`config.mk`:
```
export PLATFORM = sky130hd
export DESIGN_NAME = quadrature_encoder_to_button_pulses_core_flat
export DESIGN_NICKNAME = d
export VERILOG_FILES = /design/src/sv/qedec_pkg.sv /design/src/sv/qedec_if.sv /design/src/sv/qedec_queue.sv /design/src/sv/qedec_skid.sv /design/src/sv/quadrature_encoder_to_button_pulses_core.sv /design/src/flat_wrapper.sv
export SDC_FILE = /design/constraint.sdc
export NUM_CORES = 1
export LEC_CHECK = 0
export ABC_AREA = 1
export BUFFER_PORTS_ARGS = -buffer_cell sky130_fd_sc_hd__buf_2
export CAP_MARGIN = 15
export CORE_UTILIZATION = 55
export DETAILED_ROUTE_END_ITERATION = 7
export MAX_ROUTING_LAYER = met4
export PLACE_DENSITY = 0.77
export SETUP_SLACK_MARGIN = 0.4
export SYNTH_ARGS = -nofsm -noshare
export SYNTH_HDL_FRONTEND = slang
export SYNTH_SLANG_ARGS = --single-unit
```
`constraint.sdc`:
```
create_clock -name clk -period 3.22 [get_ports clk]
set_input_delay 0.644 -clock clk [delete_from_list [all_inputs] [get_ports clk]]
set_output_delay 0.644 -clock clk [all_outputs]
set_load 0.05 [all_outputs]
```
`src/sv/qedec_pkg.sv`:
```
// shared types and constants of the quadrature encoder decoder
package qedec_pkg;

    // configuration port
    localparam int CFG_INDEX_W = 1;
    localparam int CFG_DATA_W  = 16;

    localparam logic [CFG_INDEX_W-1:0] REG_HALF_STEP = 1'b0;
    localparam logic [CFG_INDEX_W-1:0] REG_HOLD_MS   = 1'b1;

    localparam logic        HALF_STEP_RESET = 1'b1;
    localparam logic [15:0] HOLD_MS_RESET   = 16'd50;

    // bit i is set when transition code i is a legal gray step
    localparam logic [15:0] VALID_TAB = 16'h6996;

    // detent patterns in the transition history
    localparam logic [7:0]  HALF_LEFT_A  = 8'h2b;
    localparam logic [7:0]  HALF_LEFT_B  = 8'hd4;
    localparam logic [7:0]  HALF_RIGHT_A = 8'h17;
    localparam logic [7:0]  HALF_RIGHT_B = 8'he8;
    localparam logic [15:0] FULL_LEFT    = 16'hd42b;
    localparam logic [15:0] FULL_RIGHT   = 16'he817;

    // item kinds
    localparam logic KIND_PIN  = 1'b0;
    localparam logic KIND_POLL = 1'b1;

    // direction bit stored in the queue
    localparam logic DIR_LEFT  = 1'b0;
    localparam logic DIR_RIGHT = 1'b1;

    typedef enum logic [2:0] {
        PULSE_IDLE  = 3'b001,
        PULSE_LEFT  = 3'b010,
        PULSE_RIGHT = 3'b100
    } pulse_t;

    // queue requests from the decoder
    typedef struct packed {
        logic push;
        logic push_dir;
        logic pop;
    } q_ctrl_t;

    // queue status toward the decoder
    typedef struct packed {
        logic empty;
        logic full;
        logic head_dir;
    } q_stat_t;

    // one result item
    typedef struct packed {
        logic signed [15:0] position;
        logic               left_button;
        logic               right_button;
        logic               overflow_flag;
        logic [15:0]        event_count;
        logic [15:0]        invalid_count;
    } result_t;

endpackage

```
`src/sv/qedec_if.sv`:
```
// item and result channel interfaces of the quadrature encoder decoder
interface qedec_item_if;
    logic        valid;
    logic        ready;
    logic        kind;
    logic        clk_level;
    logic        data_level;
    logic [31:0] now_ms;

    modport source (output valid, kind, clk_level, data_level, now_ms, input ready);
    modport sink   (input valid, kind, clk_level, data_level, now_ms, output ready);
endinterface

interface qedec_result_if;
    logic               valid;
    logic               ready;
    logic signed [15:0] position;
    logic               left_button;
    logic               right_button;
    logic               overflow_flag;
    logic [15:0]        event_count;
    logic [15:0]        invalid_count;

    modport source (output valid, position, left_button, right_button, overflow_flag,
                    event_count, invalid_count, input ready);
    modport sink   (input valid, position, left_button, right_button, overflow_flag,
                    event_count, invalid_count, output ready);
endinterface

```
`src/sv/qedec_queue.sv`:
```
// direction fifo held in a synchronous memory with a prefetched head
module qedec_queue #(
    parameter int QUEUE_DEPTH = 16
) (
    input  logic              clk,
    input  logic              rst_n,
    input  qedec_pkg::q_ctrl_t ctrl,
    output qedec_pkg::q_stat_t stat
);
    localparam int PTR_W = (QUEUE_DEPTH > 1) ? $clog2(QUEUE_DEPTH) : 1;
    localparam logic [PTR_W-1:0] LAST = PTR_W'(QUEUE_DEPTH - 1);

    logic             mem [QUEUE_DEPTH];
    logic [PTR_W-1:0] wr_ptr_reg, wr_ptr_next;
    logic [PTR_W-1:0] rd_ptr_reg, rd_ptr_next;
    logic [PTR_W-1:0] wr_ptr_inc, rd_ptr_inc;
    logic             head_reg;

    // wrapping pointer increments
    assign wr_ptr_inc = (wr_ptr_reg == LAST) ? '0 : wr_ptr_reg + 1'b1;
    assign rd_ptr_inc = (rd_ptr_reg == LAST) ? '0 : rd_ptr_reg + 1'b1;

    assign wr_ptr_next = ctrl.push ? wr_ptr_inc : wr_ptr_reg;
    assign rd_ptr_next = ctrl.pop  ? rd_ptr_inc : rd_ptr_reg;

    // pointer registers
    always_ff @(posedge clk or negedge rst_n)
    begin
        if (!rst_n)
        begin
            wr_ptr_reg <= '0;
            rd_ptr_reg <= '0;
        end
        else
        begin
            wr_ptr_reg <= wr_ptr_next;
            rd_ptr_reg <= rd_ptr_next;
        end
    end

    // memory write and registered head read, forwarding a write to the new head
    always_ff @(posedge clk)
    begin
        if (ctrl.push)
        begin
            mem[wr_ptr_reg] <= ctrl.push_dir;
        end
        if (ctrl.push && (wr_ptr_reg == rd_ptr_next))
        begin
            head_reg <= ctrl.push_dir;
        end
        else
        begin
            head_reg <= mem[rd_ptr_next];
        end
    end

    // status: one slot stays free so full and empty differ
    assign stat.empty    = (wr_ptr_reg == rd_ptr_reg);
    assign stat.full     = (wr_ptr_inc == rd_ptr_reg);
    assign stat.head_dir = head_reg;

endmodule

```
`src/sv/qedec_skid.sv`:
```
// two-entry output buffer that decouples the result channel from the item channel
module qedec_skid (
    input  logic               clk,
    input  logic               rst_n,
    input  logic               in_valid,
    output logic               in_ready,
    input  qedec_pkg::result_t in_data,
    output logic               out_valid,
    input  logic               out_ready,
    output qedec_pkg::result_t out_data
);
    logic               out_valid_reg;
    logic               skid_valid_reg;
    qedec_pkg::result_t out_data_reg;
    qedec_pkg::result_t skid_data_reg;
    logic               in_fire;
    logic               out_free;

    assign in_ready = !skid_valid_reg;
    assign in_fire  = in_valid && in_ready;
    assign out_free = !out_valid_reg || out_ready;

    // valid flags
    always_ff @(posedge clk or negedge rst_n)
    begin
        if (!rst_n)
        begin
            out_valid_reg  <= 1'b0;
            skid_valid_reg <= 1'b0;
        end
        else if (out_free)
        begin
            out_valid_reg  <= skid_valid_reg || in_fire;
            skid_valid_reg <= 1'b0;
        end
        else if (in_fire)
        begin
            skid_valid_reg <= 1'b1;
        end
    end

    // payload
    always_ff @(posedge clk)
    begin
        if (out_free)
        begin
            if (skid_valid_reg)
            begin
                out_data_reg <= skid_data_reg;
            end
            else if (in_fire)
            begin
                out_data_reg <= in_data;
            end
        end
        else if (in_fire)
        begin
            skid_data_reg <= in_data;
        end
    end

    assign out_valid = out_valid_reg;
    assign out_data  = out_data_reg;

endmodule

```
`src/sv/quadrature_encoder_to_button_pulses_core.sv`:
```
// top level: encoder transition decoder, detent queue and button pulse timer
//
//  channel   dir  handshake        payload
//  item      in   valid / ready    kind, clk_level, data_level, now_ms
//  result    out  valid / ready    position, buttons, overflow_flag, counts
//  config    in   cfg_we           cfg_index, cfg_data (no read-back)
//
// every item is decoded in the cycle it is accepted; one item per cycle is
// sustained while ready is high; its result is registered in the output
// buffer. the fifo head is prefetched from memory, so a pop needs no wait.
// a stalled result channel is absorbed by a two-entry output buffer; ready
// drops only when both entries are full. after reset no clearing pass runs.
module quadrature_encoder_to_button_pulses_core #(
    parameter int QUEUE_DEPTH = 16
) (
    input  logic                                clk,
    input  logic                                rst_n,
    input  logic                                cfg_we,
    input  logic [qedec_pkg::CFG_INDEX_W-1:0]   cfg_index,
    input  logic [qedec_pkg::CFG_DATA_W-1:0]    cfg_data,
    qedec_item_if.sink                          item,
    qedec_result_if.source                      result
);
    logic               half_step_reg;
    logic [15:0]        hold_ms_reg;
    logic [3:0]         code_reg, code_next;
    logic [15:0]        hist_reg, hist_next;
    logic [15:0]        pos_reg, pos_next;
    logic               dropped_reg, dropped_next;
    qedec_pkg::pulse_t  pulse_reg, pulse_next;
    logic [31:0]        start_reg, start_next;
    logic               left_reg, left_next;
    logic               right_reg, right_next;
    logic [15:0]        change_reg, change_next;
    logic [15:0]        bad_reg, bad_next;

    logic               item_fire;
    logic               skid_ready;
    logic [3:0]         code_new;
    logic [15:0]        hist_new;
    logic               detent_left;
    logic               detent_right;
    logic [31:0]        elapsed;
    logic               holding;
    qedec_pkg::q_ctrl_t q_ctrl;
    qedec_pkg::q_stat_t q_stat;
    qedec_pkg::result_t res_new;
    qedec_pkg::result_t res_out;

    assign item.ready = skid_ready;
    assign item_fire  = item.valid && skid_ready;

    // configuration registers
    always_ff @(posedge clk or negedge rst_n)
    begin
        if (!rst_n)
        begin
            half_step_reg <= qedec_pkg::HALF_STEP_RESET;
            hold_ms_reg   <= qedec_pkg::HOLD_MS_RESET;
        end
        else if (cfg_we)
        begin
            if (cfg_index == qedec_pkg::REG_HALF_STEP)
            begin
                half_step_reg <= cfg_data[0];
            end
            if (cfg_index == qedec_pkg::REG_HOLD_MS)
            begin
                hold_ms_reg <= cfg_data[15:0];
            end
        end
    end

    // transition decode and detent match
    assign code_new = {code_reg[1:0], item.data_level, item.clk_level};
    assign hist_new = {hist_reg[11:0], code_new};

    always_comb
    begin
        detent_left  = 1'b0;
        detent_right = 1'b0;
        if (half_step_reg)
        begin
            detent_left  = (hist_new[7:0] == qedec_pkg::HALF_LEFT_A) ||
                           (hist_new[7:0] == qedec_pkg::HALF_LEFT_B);
            detent_right = (hist_new[7:0] == qedec_pkg::HALF_RIGHT_A) ||
                           (hist_new[7:0] == qedec_pkg::HALF_RIGHT_B);
        end
        else
        begin
            detent_left  = (hist_new == qedec_pkg::FULL_LEFT);
            detent_right = (hist_new == qedec_pkg::FULL_RIGHT);
        end
    end

    // pulse hold timer
    assign elapsed = item.now_ms - start_reg;
    assign holding = (pulse_reg != qedec_pkg::PULSE_IDLE) && (elapsed < {16'd0, hold_ms_reg});

    // item processing
    always_comb
    begin
        code_next      = code_reg;
        hist_next      = hist_reg;
        pos_next       = pos_reg;
        dropped_next   = dropped_reg;
        pulse_next     = pulse_reg;
        start_next     = start_reg;
        left_next      = left_reg;
        right_next     = right_reg;
        change_next    = change_reg;
        bad_next       = bad_reg;
        q_ctrl.push     = 1'b0;
        q_ctrl.push_dir = qedec_pkg::DIR_LEFT;
        q_ctrl.pop      = 1'b0;

        if (item_fire && (item.kind == qedec_pkg::KIND_PIN))
        begin
            code_next   = code_new;
            change_next = change_reg + 16'd1;
            if (!qedec_pkg::VALID_TAB[code_new])
            begin
                bad_next = bad_reg + 16'd1;
            end
            else
            begin
                hist_next = hist_new;
                if (detent_left || detent_right)
                begin
                    pos_next = detent_right ? pos_reg + 16'd1 : pos_reg - 16'd1;
                    if (q_stat.full)
                    begin
                        dropped_next = 1'b1;
                    end
                    else
                    begin
                        q_ctrl.push     = 1'b1;
                        q_ctrl.push_dir = detent_right ? qedec_pkg::DIR_RIGHT
                                                       : qedec_pkg::DIR_LEFT;
                    end
                end
            end
        end
        else if (item_fire && !holding)
        begin
            case (pulse_reg)
                qedec_pkg::PULSE_IDLE:
                begin
                    if (q_stat.empty)
                    begin
                        if (dropped_reg)
                        begin
                            dropped_next = 1'b0;
                            left_next    = 1'b0;
                            right_next   = 1'b0;
                        end
                    end
                    else
                    begin
                        q_ctrl.pop = 1'b1;
                        start_next = item.now_ms;
                        if (q_stat.head_dir == qedec_pkg::DIR_RIGHT)
                        begin
                            pulse_next = qedec_pkg::PULSE_RIGHT;
                            if (!dropped_reg)
                            begin
                                right_next = 1'b1;
                            end
                        end
                        else
                        begin
                            pulse_next = qedec_pkg::PULSE_LEFT;
                            if (!dropped_reg)
                            begin
                                left_next = 1'b1;
                            end
                        end
                    end
                end
                qedec_pkg::PULSE_RIGHT:
                begin
                    if (!dropped_reg)
                    begin
                        right_next = 1'b0;
                    end
                    pulse_next = qedec_pkg::PULSE_IDLE;
                end
                qedec_pkg::PULSE_LEFT:
                begin
                    if (!dropped_reg)
                    begin
                        left_next = 1'b0;
                    end
                    pulse_next = qedec_pkg::PULSE_IDLE;
                end
                default:
                begin
                    pulse_next = qedec_pkg::PULSE_IDLE;
                end
            endcase
        end
    end

    // decoder state
    always_ff @(posedge clk or negedge rst_n)
    begin
        if (!rst_n)
        begin
            code_reg    <= '0;
            hist_reg    <= '0;
            pos_reg     <= '0;
            dropped_reg <= 1'b0;
            pulse_reg   <= qedec_pkg::PULSE_IDLE;
            start_reg   <= '0;
            left_reg    <= 1'b0;
            right_reg   <= 1'b0;
            change_reg  <= '0;
            bad_reg     <= '0;
        end
        else
        begin
            code_reg    <= code_next;
            hist_reg    <= hist_next;
            pos_reg     <= pos_next;
            dropped_reg <= dropped_next;
            pulse_reg   <= pulse_next;
            start_reg   <= start_next;
            left_reg    <= left_next;
            right_reg   <= right_next;
            change_reg  <= change_next;
            bad_reg     <= bad_next;
        end
    end

    // direction fifo
    qedec_queue #(
        .QUEUE_DEPTH (QUEUE_DEPTH)
    ) u_queue (
        .clk   (clk),
        .rst_n (rst_n),
        .ctrl  (q_ctrl),
        .stat  (q_stat)
    );

    // result snapshot after the item
    assign res_new.position      = pos_next;
    assign res_new.left_button   = left_next;
    assign res_new.right_button  = right_next;
    assign res_new.overflow_flag = dropped_next;
    assign res_new.event_count   = change_next;
    assign res_new.invalid_count = bad_next;

    qedec_skid u_skid (
        .clk       (clk),
        .rst_n     (rst_n),
        .in_valid  (item.valid),
        .in_ready  (skid_ready),
        .in_data   (res_new),
        .out_valid (result.valid),
        .out_ready (result.ready),
        .out_data  (res_out)
    );

    assign result.position      = res_out.position;
    assign result.left_button   = res_out.left_button;
    assign result.right_button  = res_out.right_button;
    assign result.overflow_flag = res_out.overflow_flag;
    assign result.event_count   = res_out.event_count;
    assign result.invalid_count = res_out.invalid_count;

    // checks
    a_queue_status: assert property (@(posedge clk) disable iff (!rst_n)
        !(q_stat.full && q_stat.empty))
        else $error("queue reports full and empty at once");

    a_queue_use: assert property (@(posedge clk) disable iff (!rst_n)
        (q_ctrl.push |-> !q_stat.full) and (q_ctrl.pop |-> !q_stat.empty))
        else $error("queue pushed when full or popped when empty");

    a_one_button: assert property (@(posedge clk) disable iff (!rst_n)
        !(left_reg && right_reg))
        else $error("both buttons pressed");

    a_result_follows: assert property (@(posedge clk) disable iff (!rst_n)
        item_fire |=> result.valid)
        else $error("accepted item left no result");

endmodule
```
`src/flat_wrapper.sv`:
```
// flat-port wrapper written by rule: the top's interface ports become plain ports
module quadrature_encoder_to_button_pulses_core_flat 
#(
    parameter int QUEUE_DEPTH = 16
)
  (clk, rst_n, cfg_we, cfg_index, cfg_data, item_valid, item_kind, item_clk_level, item_data_level, item_now_ms, item_ready, result_valid, result_position, result_left_button, result_right_button, result_overflow_flag, result_event_count, result_invalid_count, result_ready);
  qedec_item_if item_i ();
  qedec_result_if result_i ();
  input  logic clk;
  input  logic rst_n;
  input  logic cfg_we;
  input  logic [qedec_pkg::CFG_INDEX_W-1:0] cfg_index;
  input  logic [qedec_pkg::CFG_DATA_W-1:0] cfg_data;
  input wire logic [$bits(item_i.valid)-1:0] item_valid;
  input wire logic [$bits(item_i.kind)-1:0] item_kind;
  input wire logic [$bits(item_i.clk_level)-1:0] item_clk_level;
  input wire logic [$bits(item_i.data_level)-1:0] item_data_level;
  input wire logic [$bits(item_i.now_ms)-1:0] item_now_ms;
  output wire logic [$bits(item_i.ready)-1:0] item_ready;
  output wire logic [$bits(result_i.valid)-1:0] result_valid;
  output wire logic [$bits(result_i.position)-1:0] result_position;
  output wire logic [$bits(result_i.left_button)-1:0] result_left_button;
  output wire logic [$bits(result_i.right_button)-1:0] result_right_button;
  output wire logic [$bits(result_i.overflow_flag)-1:0] result_overflow_flag;
  output wire logic [$bits(result_i.event_count)-1:0] result_event_count;
  output wire logic [$bits(result_i.invalid_count)-1:0] result_invalid_count;
  input wire logic [$bits(result_i.ready)-1:0] result_ready;
  assign item_i.valid = item_valid;
  assign item_i.kind = item_kind;
  assign item_i.clk_level = item_clk_level;
  assign item_i.data_level = item_data_level;
  assign item_i.now_ms = item_now_ms;
  assign item_ready = item_i.ready;
  assign result_valid = result_i.valid;
  assign result_position = result_i.position;
  assign result_left_button = result_i.left_button;
  assign result_right_button = result_i.right_button;
  assign result_overflow_flag = result_i.overflow_flag;
  assign result_event_count = result_i.event_count;
  assign result_invalid_count = result_i.invalid_count;
  assign result_i.ready = result_ready;
  quadrature_encoder_to_button_pulses_core #(.QUEUE_DEPTH(QUEUE_DEPTH)) u_core (.clk(clk), .rst_n(rst_n), .cfg_we(cfg_we), .cfg_index(cfg_index), .cfg_data(cfg_data), .item(item_i), .result(result_i));
endmodule
```
Word-level counts from Yosys, hierarchy flattened --
Memory sizes are Yosys's and may differ from the RTL's. A register that Yosys moved wholly into a read port is not among the register bits. Index checks and enable logic that the tools add are counted.
Operators by class: magnitude comparators 2, reductions and logical operators 21, bitwise operators 5, equal/unequal tests 15, $add $sub $neg 7, muxes and demuxes 54
Operator list (number):
- 2-to-1 mux 16 bit | 7
- 2-to-1 mux 51 bit | 2
- adder 16 x 1 -> 16 bit (second input constant) | 3
- 2-to-1 mux 1 bit | 33
- equality test 16 bit (second input constant) | 2
- < comparator 32 x 16 -> 1 bit | 1
- subtractor 32 bit | 1
- equality test 8 bit (second input constant) | 2
- subtractor 16 x 1 -> 16 bit (second input constant) | 1
- 2-to-1 mux 4 bit | 3
- AND reduction 2 bit | 5
- 2-to-1 mux 3 bit | 3
- adder 4 x 1 -> 4 bit (second input constant) | 2
- equality test 4 bit | 2
- equality test 4 bit (second input constant) | 2
- equality test 8 x 5 -> 1 bit (second input constant) | 1
- equality test 8 x 6 -> 1 bit (second input constant) | 1
- 2-to-1 mux 2 bit | 4
- logical OR 1 bit | 5
- < comparator 4 x 5 -> 1 bit (second input constant) | 1
- inverter 1 bit | 5
- logical AND 1 bit | 4
- one-hot mux 1 bit (2 select lines) | 2
- AND reduction 4 bit | 1
- 8 further kinds | 11
Word-level totals: RAM bits 16, bits in registers 229, output and inout bits 53, memories kept 2, bits in read-only memories 16
Memory list:
- (name not given) | depth 16, width 1, rd ports 1, clocked after memory_dff 0, wr ports 0, line quadrature_encoder_to_button_pulses_core.sv:121 | if (!qedec_pkg::VALID_TAB[code_new])
- u_core.u_queue.mem | depth 16, width 1, rd ports 1, clocked after memory_dff 1, wr ports 1, line qedec_queue.sv:13 | logic mem [QUEUE_DEPTH];

Logic depth before layout (Yosys ltp) --
depth after elaboration 10, mapped depth 26, depth with buffers taken out 26

Hierarchy --
Synthesis repeated with hierarchy kept, for this count alone.
Unflattened totals: cell total of the unflattened synthesis 1663, area, all modules 13749.4 µm²
Modules (own cells, without submodules):
- quadrature_encoder_to_button_pulses_core | area an instance 8450.6 µm², instances 1, cells an instance 1216, sequential area each 2934.1 µm²
- qedec_skid | area an instance 3867.5 µm², instances 1, cells an instance 279, sequential area each 3113.0 µm²
- qedec_queue | area an instance 1431.4 µm², instances 1, cells an instance 168, sequential area each 760.7 µm²

Worst setup path before layout --
Ideal clock, no wire load.
kind input port to flip-flop, start in item_clk_level, end reg u_core.u_skid.out_data_reg (netlist bit u_core.u_skid.out_data[47]) (data pin), buffers on the path 0, arrival time 3313 ps, data required time 2951 ps, stages on the path 22, library setup time 269 ps, slack -361 ps, cell sequence inv_1 -> ha_1 -> nand4_1 -> inv_1 -> nand2_1 -> o21ai_0 -> nand2_1 -> inv_1 -> fa_1 -> o21ai_0 -> nand2_1 -> nand2_1 -> nand2_1 -> nand2_1 -> a21boi_0 -> o21ai_0 -> nand2_1 -> nand2_1 -> xor2_1 -> nand2_1 -> o21ai_0 -> o21ai_0
Between the ends: cells in the longest elaborated chain, start to end 9, elaborated cells between the ends (all ways) 19, those cells by class 6 x eq/ne; 9 x mux; 3 x reduce/logical; 1 x memory
RTL lines:
- start, declared | line flat_wrapper.sv:16 | input wire logic [$bits(item_i.clk_level)-1:0] item_clk_level;
- equality test 8 x 5 -> 1 bit (tied with other cells) | line quadrature_encoder_to_button_pulses_core.sv:86 | detent_right = (hist_new[7:0] == qedec_pkg::HALF_RIGHT_A) ||
- logical OR 1 bit (on tied branches) | line quadrature_encoder_to_button_pulses_core.sv:86, quadrature_encoder_to_button_pulses_core.sv:84
- 2-to-1 mux 1 bit | line quadrature_encoder_to_button_pulses_core.sv:82 | if (half_step_reg)
- 2-to-1 mux 16 bit / logical OR 1 bit (equally long branches) | line quadrature_encoder_to_button_pulses_core.sv:130, quadrature_encoder_to_button_pulses_core.sv:128
- 2-to-1 mux 16 bit | line quadrature_encoder_to_button_pulses_core.sv:128 | if (detent_left || detent_right)
- 2-to-1 mux 16 bit (*) | line quadrature_encoder_to_button_pulses_core.sv:121
- 2-to-1 mux 16 bit (*) | line quadrature_encoder_to_button_pulses_core.sv:117 | if (item_fire && (item.kind == qedec_pkg::KIND_PIN))
- 2-to-1 mux 51 bit (*) | line qedec_skid.sv:51 | else if (in_fire)
- 2-to-1 mux 51 bit (*) | line qedec_skid.sv:47 | if (skid_valid_reg)
- end signal, assigned | line qedec_skid.sv:49 | out_data_reg <= skid_data_reg;
- end signal, assigned | line qedec_skid.sv:53 | out_data_reg <= in_data;
- end, declared | line qedec_skid.sv:14 | qedec_pkg::result_t out_data_reg;
Mark *: on every way between the ends. The rest lies on a longest branch, timed or not. The select of a mux whose other input is x is not followed. A chain may end at the register's enable or synchronous reset.

Worst setup path in the final report --
start reg u_core.half_step_reg, end reg u_core.u_skid.skid_data_reg[47] in the netlist's numbering (data pin)
Between the ends: cells in the longest elaborated chain, start to end 5, elaborated cells between the ends (all ways) 7, those cells by class 6 x mux; 1 x reduce/logical
RTL lines:
- start, declared | line quadrature_encoder_to_button_pulses_core.sv:24 | logic half_step_reg;
- start signal, assigned | line quadrature_encoder_to_button_pulses_core.sv:58 | half_step_reg <= qedec_pkg::HALF_STEP_RESET;
- start signal, assigned | line quadrature_encoder_to_button_pulses_core.sv:65 | half_step_reg <= cfg_data[0];
- 2-to-1 mux 1 bit | line quadrature_encoder_to_button_pulses_core.sv:82
- 2-to-1 mux 16 bit / logical OR 1 bit (equally long branches) | line quadrature_encoder_to_button_pulses_core.sv:130, quadrature_encoder_to_button_pulses_core.sv:128
- 2-to-1 mux 16 bit (*) | line quadrature_encoder_to_button_pulses_core.sv:128
- 2-to-1 mux 16 bit (*) | line quadrature_encoder_to_button_pulses_core.sv:121
- 2-to-1 mux 16 bit (*) | line quadrature_encoder_to_button_pulses_core.sv:117
- via u_core.pos_next[12] | line quadrature_encoder_to_button_pulses_core.sv:28 | logic [15:0] pos_reg, pos_next;
- end signal, assigned | line qedec_skid.sv:58 | skid_data_reg <= in_data;
- end, declared | line qedec_skid.sv:15 | qedec_pkg::result_t skid_data_reg;
Mark *: on every way through the listed nets, which the timed path passes. The rest lies on a longest branch.

==> qor.log <==
INFO  synthesis      yosys.area.top_type=sky130_fd_sc_hd__edfxtp_1
INFO  worst_setup_path rrSetupSlack=-110ps
INFO  pwr            worst_vdd_ir=0.5944mV
INFO  worst_setup_path timing.setup.critical_path_class=reg2reg
INFO  synthesis      syn_area_per_cell=8.311squm
INFO  pwr            p_leak=0.008825uW
INFO  cells_and_area finish.net_count=2028
INFO  worst_setup_path timing.critical_path.cells=nand4_1 > inv_1 > nand2_1 > o21ai_2 > nand2_4 > buf_6 > ha_4 > nand2_2 > o21ai_2 > nand2_1 > nand2_1 > nand2_2 > nand2_4 > a21boi_4 > o21ai_2 > nand2_1 > nand2_1 > xor2_1 > nand2_1 > o21ai_2 > inv_1
INFO  run_status     violated_checks=setup timing
INFO  synthesis      ys_warn_count=0
INFO  global_routing first_global_vias=11660
INFO  synthesis      syn-num-nets=1757
INFO  drt            routed_wire_length_per_instance=16.24microns
INFO  sta            worst_hold_slack=44.72ps
INFO  synthesis      netlist_top_cells_area=sky130_fd_sc_hd__edfxtp_1 26%, sky130_fd_sc_hd__dfrtp_1 23%, sky130_fd_sc_hd__nand2_1 15%
INFO  worst_setup_path worst_setup_path_start_kind=flip-flop
INFO  floorplan      dieArea=0.02525sqmm
INFO  place          dp.final_hpwl=22500microns
INFO  sta            clock-skew-final=26.54ps
INFO  clocking       cts-root-to-sink-buffers=3
INFO  sta            worst_slew_pin_slew=1064ps
INFO  sta            timing.final.hold_violations=0
INFO  clocking       clock_insertion_delay_worst_skew=550ps
INFO  floorplan      rows=57
INFO  floorplan      num_io_pins=110
INFO  synthesis      netlist_area=0.01354sqmm
INFO  drt            route.antenna.remaining_nets=0
INFO  floorplan      initial_core_util=0.5583
INFO  global_routing grt_start_max_net_pins=59
INFO  sta            timing.fmax=300.1MHz
INFO  worst_setup_path critical_path.top_delay_family=simple AND/OR/NAND/NOR gates
INFO  synthesis      netlist_instances=1629
INFO  cells_and_area storage_cell_area=0.006809sqmm
INFO  pwr            power.density_cell_area=916.5mW/mm^2
INFO  run            max-cap-violations=0
INFO  clocking       clkSinkCount=249
INFO  drt            via_count_normalized_by_instance_count=5.334
INFO  clocking       tritoncts.num_buffers=26
INFO  clocking       cts.hold.buffers_added=0
INFO  place          globalplace.congestion=0.9626
INFO  worst_setup_path cp.required=3500ps
INFO  drt            highest_layer=met4
INFO  sta            grt_setup_unrepaired=true
INFO  floorplan      core-area=0.02425sqmm
INFO  place          post_dp_cell_area=0.01538sqmm
INFO  drt            routedLengthMet1=14550microns
INFO  cells_and_area multi_input_area=0.006628sqmm
INFO  drt            firstDrtPassIters=5
INFO  worst_setup_path cp_slowest_cell=sky130_fd_sc_hd__dfstp_2
INFO  global_routing grt_use_total=0.2777
INFO  synthesis      synth.distinct_cells=51
INFO  synthesis      synth-seq-cells=249
INFO  drt            detailroute.via_count=11980
INFO  drt            remaining_drc_errors=0
INFO  min_path       worst_hold_path_type=in2async
INFO  place          io_buffers=109
INFO  synthesis      asyncSetResetFlopFracSynth=0.5100
INFO  worst_setup_path crit_buf_inv=3
INFO  cells_and_area final_layout_size_suffix_gt1_frac=0.2682
INFO  worst_setup_path cpPeakStageDelay=590ps
INFO  worst_setup_path critical_path_arrival=3610ps
INFO  synthesis      yosys-top-cells-count=544 x sky130_fd_sc_hd__nand2_1, 242 x sky130_fd_sc_hd__inv_1, 130 x sky130_fd_sc_hd__nor2_1
INFO  drt            drt_iter0_drc=823
INFO  sta            final.min_clock_period=3332ps
INFO  global_routing grt_first_pass_wirelength=55320microns
INFO  cells_and_area area.growth.synth_to_final=30.37%
INFO  sta            layout_setup_ws=-112.3ps
INFO  synthesis      synth_top_area_share=0.2617
INFO  cells_and_area fin_util=0.7279
INFO  clocking       htree_num_levels=1
INFO  floorplan      floorplan.die.height=158.9microns
INFO  drt            dr_wl_met3=2132microns
INFO  global_routing antenna_found_initial=1
INFO  sta            slew-limit-headroom=0.2891
INFO  synthesis      number_of_flops_mapped_to_enable_cells_by_yosys=118
INFO  drt            dr_wl_met2=18470microns
INFO  worst_setup_path cp-end-kind=flip-flop
INFO  floorplan      chipWidth=158.9microns
INFO  clocking       path_clk_slew=60ps
INFO  clocking       cts-root-buf=sky130_fd_sc_hd__clkbuf_16
INFO  sta            final.period_utilization=1.035
INFO  synthesis      sequential_share_of_the_synthesized_area=0.5029
INFO  sta            final_report_max_slew_violation_count=0
INFO  synthesis      ys_dominant_reg_cell=sky130_fd_sc_hd__dfrtp_1
INFO  drt            postRouteWirelength=36460microns
INFO  worst_setup_path crit_path_max_fanout=5
INFO  sta            setup-violations-final=6
INFO  place          pre_cts_slack=-384.5ps
INFO  synthesis      post-synth-top-count-cell=sky130_fd_sc_hd__nand2_1
INFO  run_status     run_status=finished with violations
INFO  worst_setup_path crit_top_cell=sky130_fd_sc_hd__nand2_1
INFO  global_routing global_route_congestion_overflow_total=0
INFO  cells_and_area final_cell_area=0.01765sqmm
INFO  cells_and_area num-fill-cells=1697
INFO  clocking       tritoncts=done
-- routing by layer --
layer	vias to the layer above	track usage
li1	5750	-
met1	5657	0.3294
met2	461	0.4856
met3	107	0.03161
met4	0	0.1045
met5	-	-
-- kinds of logic after synthesis --
kind of cell	after synthesis	synth area share
AOI/OAI and AO/OA	182	0.07227
adders and majority gates	71	0.06673
buffers and inverters	274	0.07708
xor gates and xnor gates	62	0.04011
DFF	249	0.5029
and+or+nand+nor	791	0.2409
-- worst paths after layout --
check | endpoint | start | cells past startpoint
max | u_core.u_skid.skid_data_reg[47] | u_core.half_step_reg | 21
min | u_core.bad_reg[9] | rst_n | 1
max reg2reg | u_core.u_skid.skid_data_reg[47] | u_core.half_step_reg | 21
min reg2reg | u_core.change_reg[15] | u_core.change_reg[15] | 1
max in group asynchronous | u_core.hold_ms_reg[4] | rst_n | 2
min in group clk | u_core.half_step_reg | cfg_we | 2
-- layout by cell type (no fill, tap or decap), types with 41 or more instances in the layout --
cell | Yosys | layout
sky130_fd_sc_hd__nand2_1 | 544 | 485
sky130_fd_sc_hd__xor2_1 | 50 | 49
sky130_fd_sc_hd__a21oi_1 | 66 | 49
sky130_fd_sc_hd__inv_1 | 242 | 221
sky130_fd_sc_hd__o21ai_0 | 84 | 71
sky130_fd_sc_hd__nand3_1 | 55 | 41
sky130_fd_sc_hd__nor2_1 | 130 | 113
sky130_fd_sc_hd__dfrtp_1 | 122 | 121
sky130_fd_sc_hd__nand2_2 | 3 | 49
sky130_fd_sc_hd__ha_1 | 69 | 41
sky130_fd_sc_hd__buf_2 | 2 | 108
sky130_fd_sc_hd__edfxtp_1 | 118 | 118
sky130_fd_sc_hd__buf_4 | 0 | 128
-- power by group --
group / leakage, uW / switching [uW] / internal (uW)
combinational: 0.00563 / 4820 / 3630
clock: 0.000447 / 1290 / 1980
sequential: 0.00275 / 428 / 4030
-- per-stage QoR --
stage,setup TNS (ps),cells,total power [uW]
2_1_floorplan,-0.5798,1629,8650
3_3_place_gp,-2933,2139,10700
3_5_place_dp,-4041,2139,10860
4_1_cts,0,2216,14810
5_1_grt,-2904,2245,17180
6_report,-312.1,2245,16180
-- timing repair --
| item | 4_1_cts | 5_1_grt |
|---|---|---|
| gates resized for setup | 66 | 148 |
| cloned | 0 | 0 |
| pin swaps | 51 | 78 |
| buffers inserted | 29 | 28 |
| setup endpoints to repair | 33 | 67 |
-- area by class of cell --
class	count	share of cell area
Sequential cell	249	0.3858
Multi-Input combinational cell	1106	0.3755
Timing Repair Buffer	269	0.1076
Inverter	248	0.05530
Clock buffer	30	0.03771
Tap cell	324	0.02297
Clock inverter	18	0.01496
Antenna cell	1	0.0001418
(Power assumes the default switching activity.)
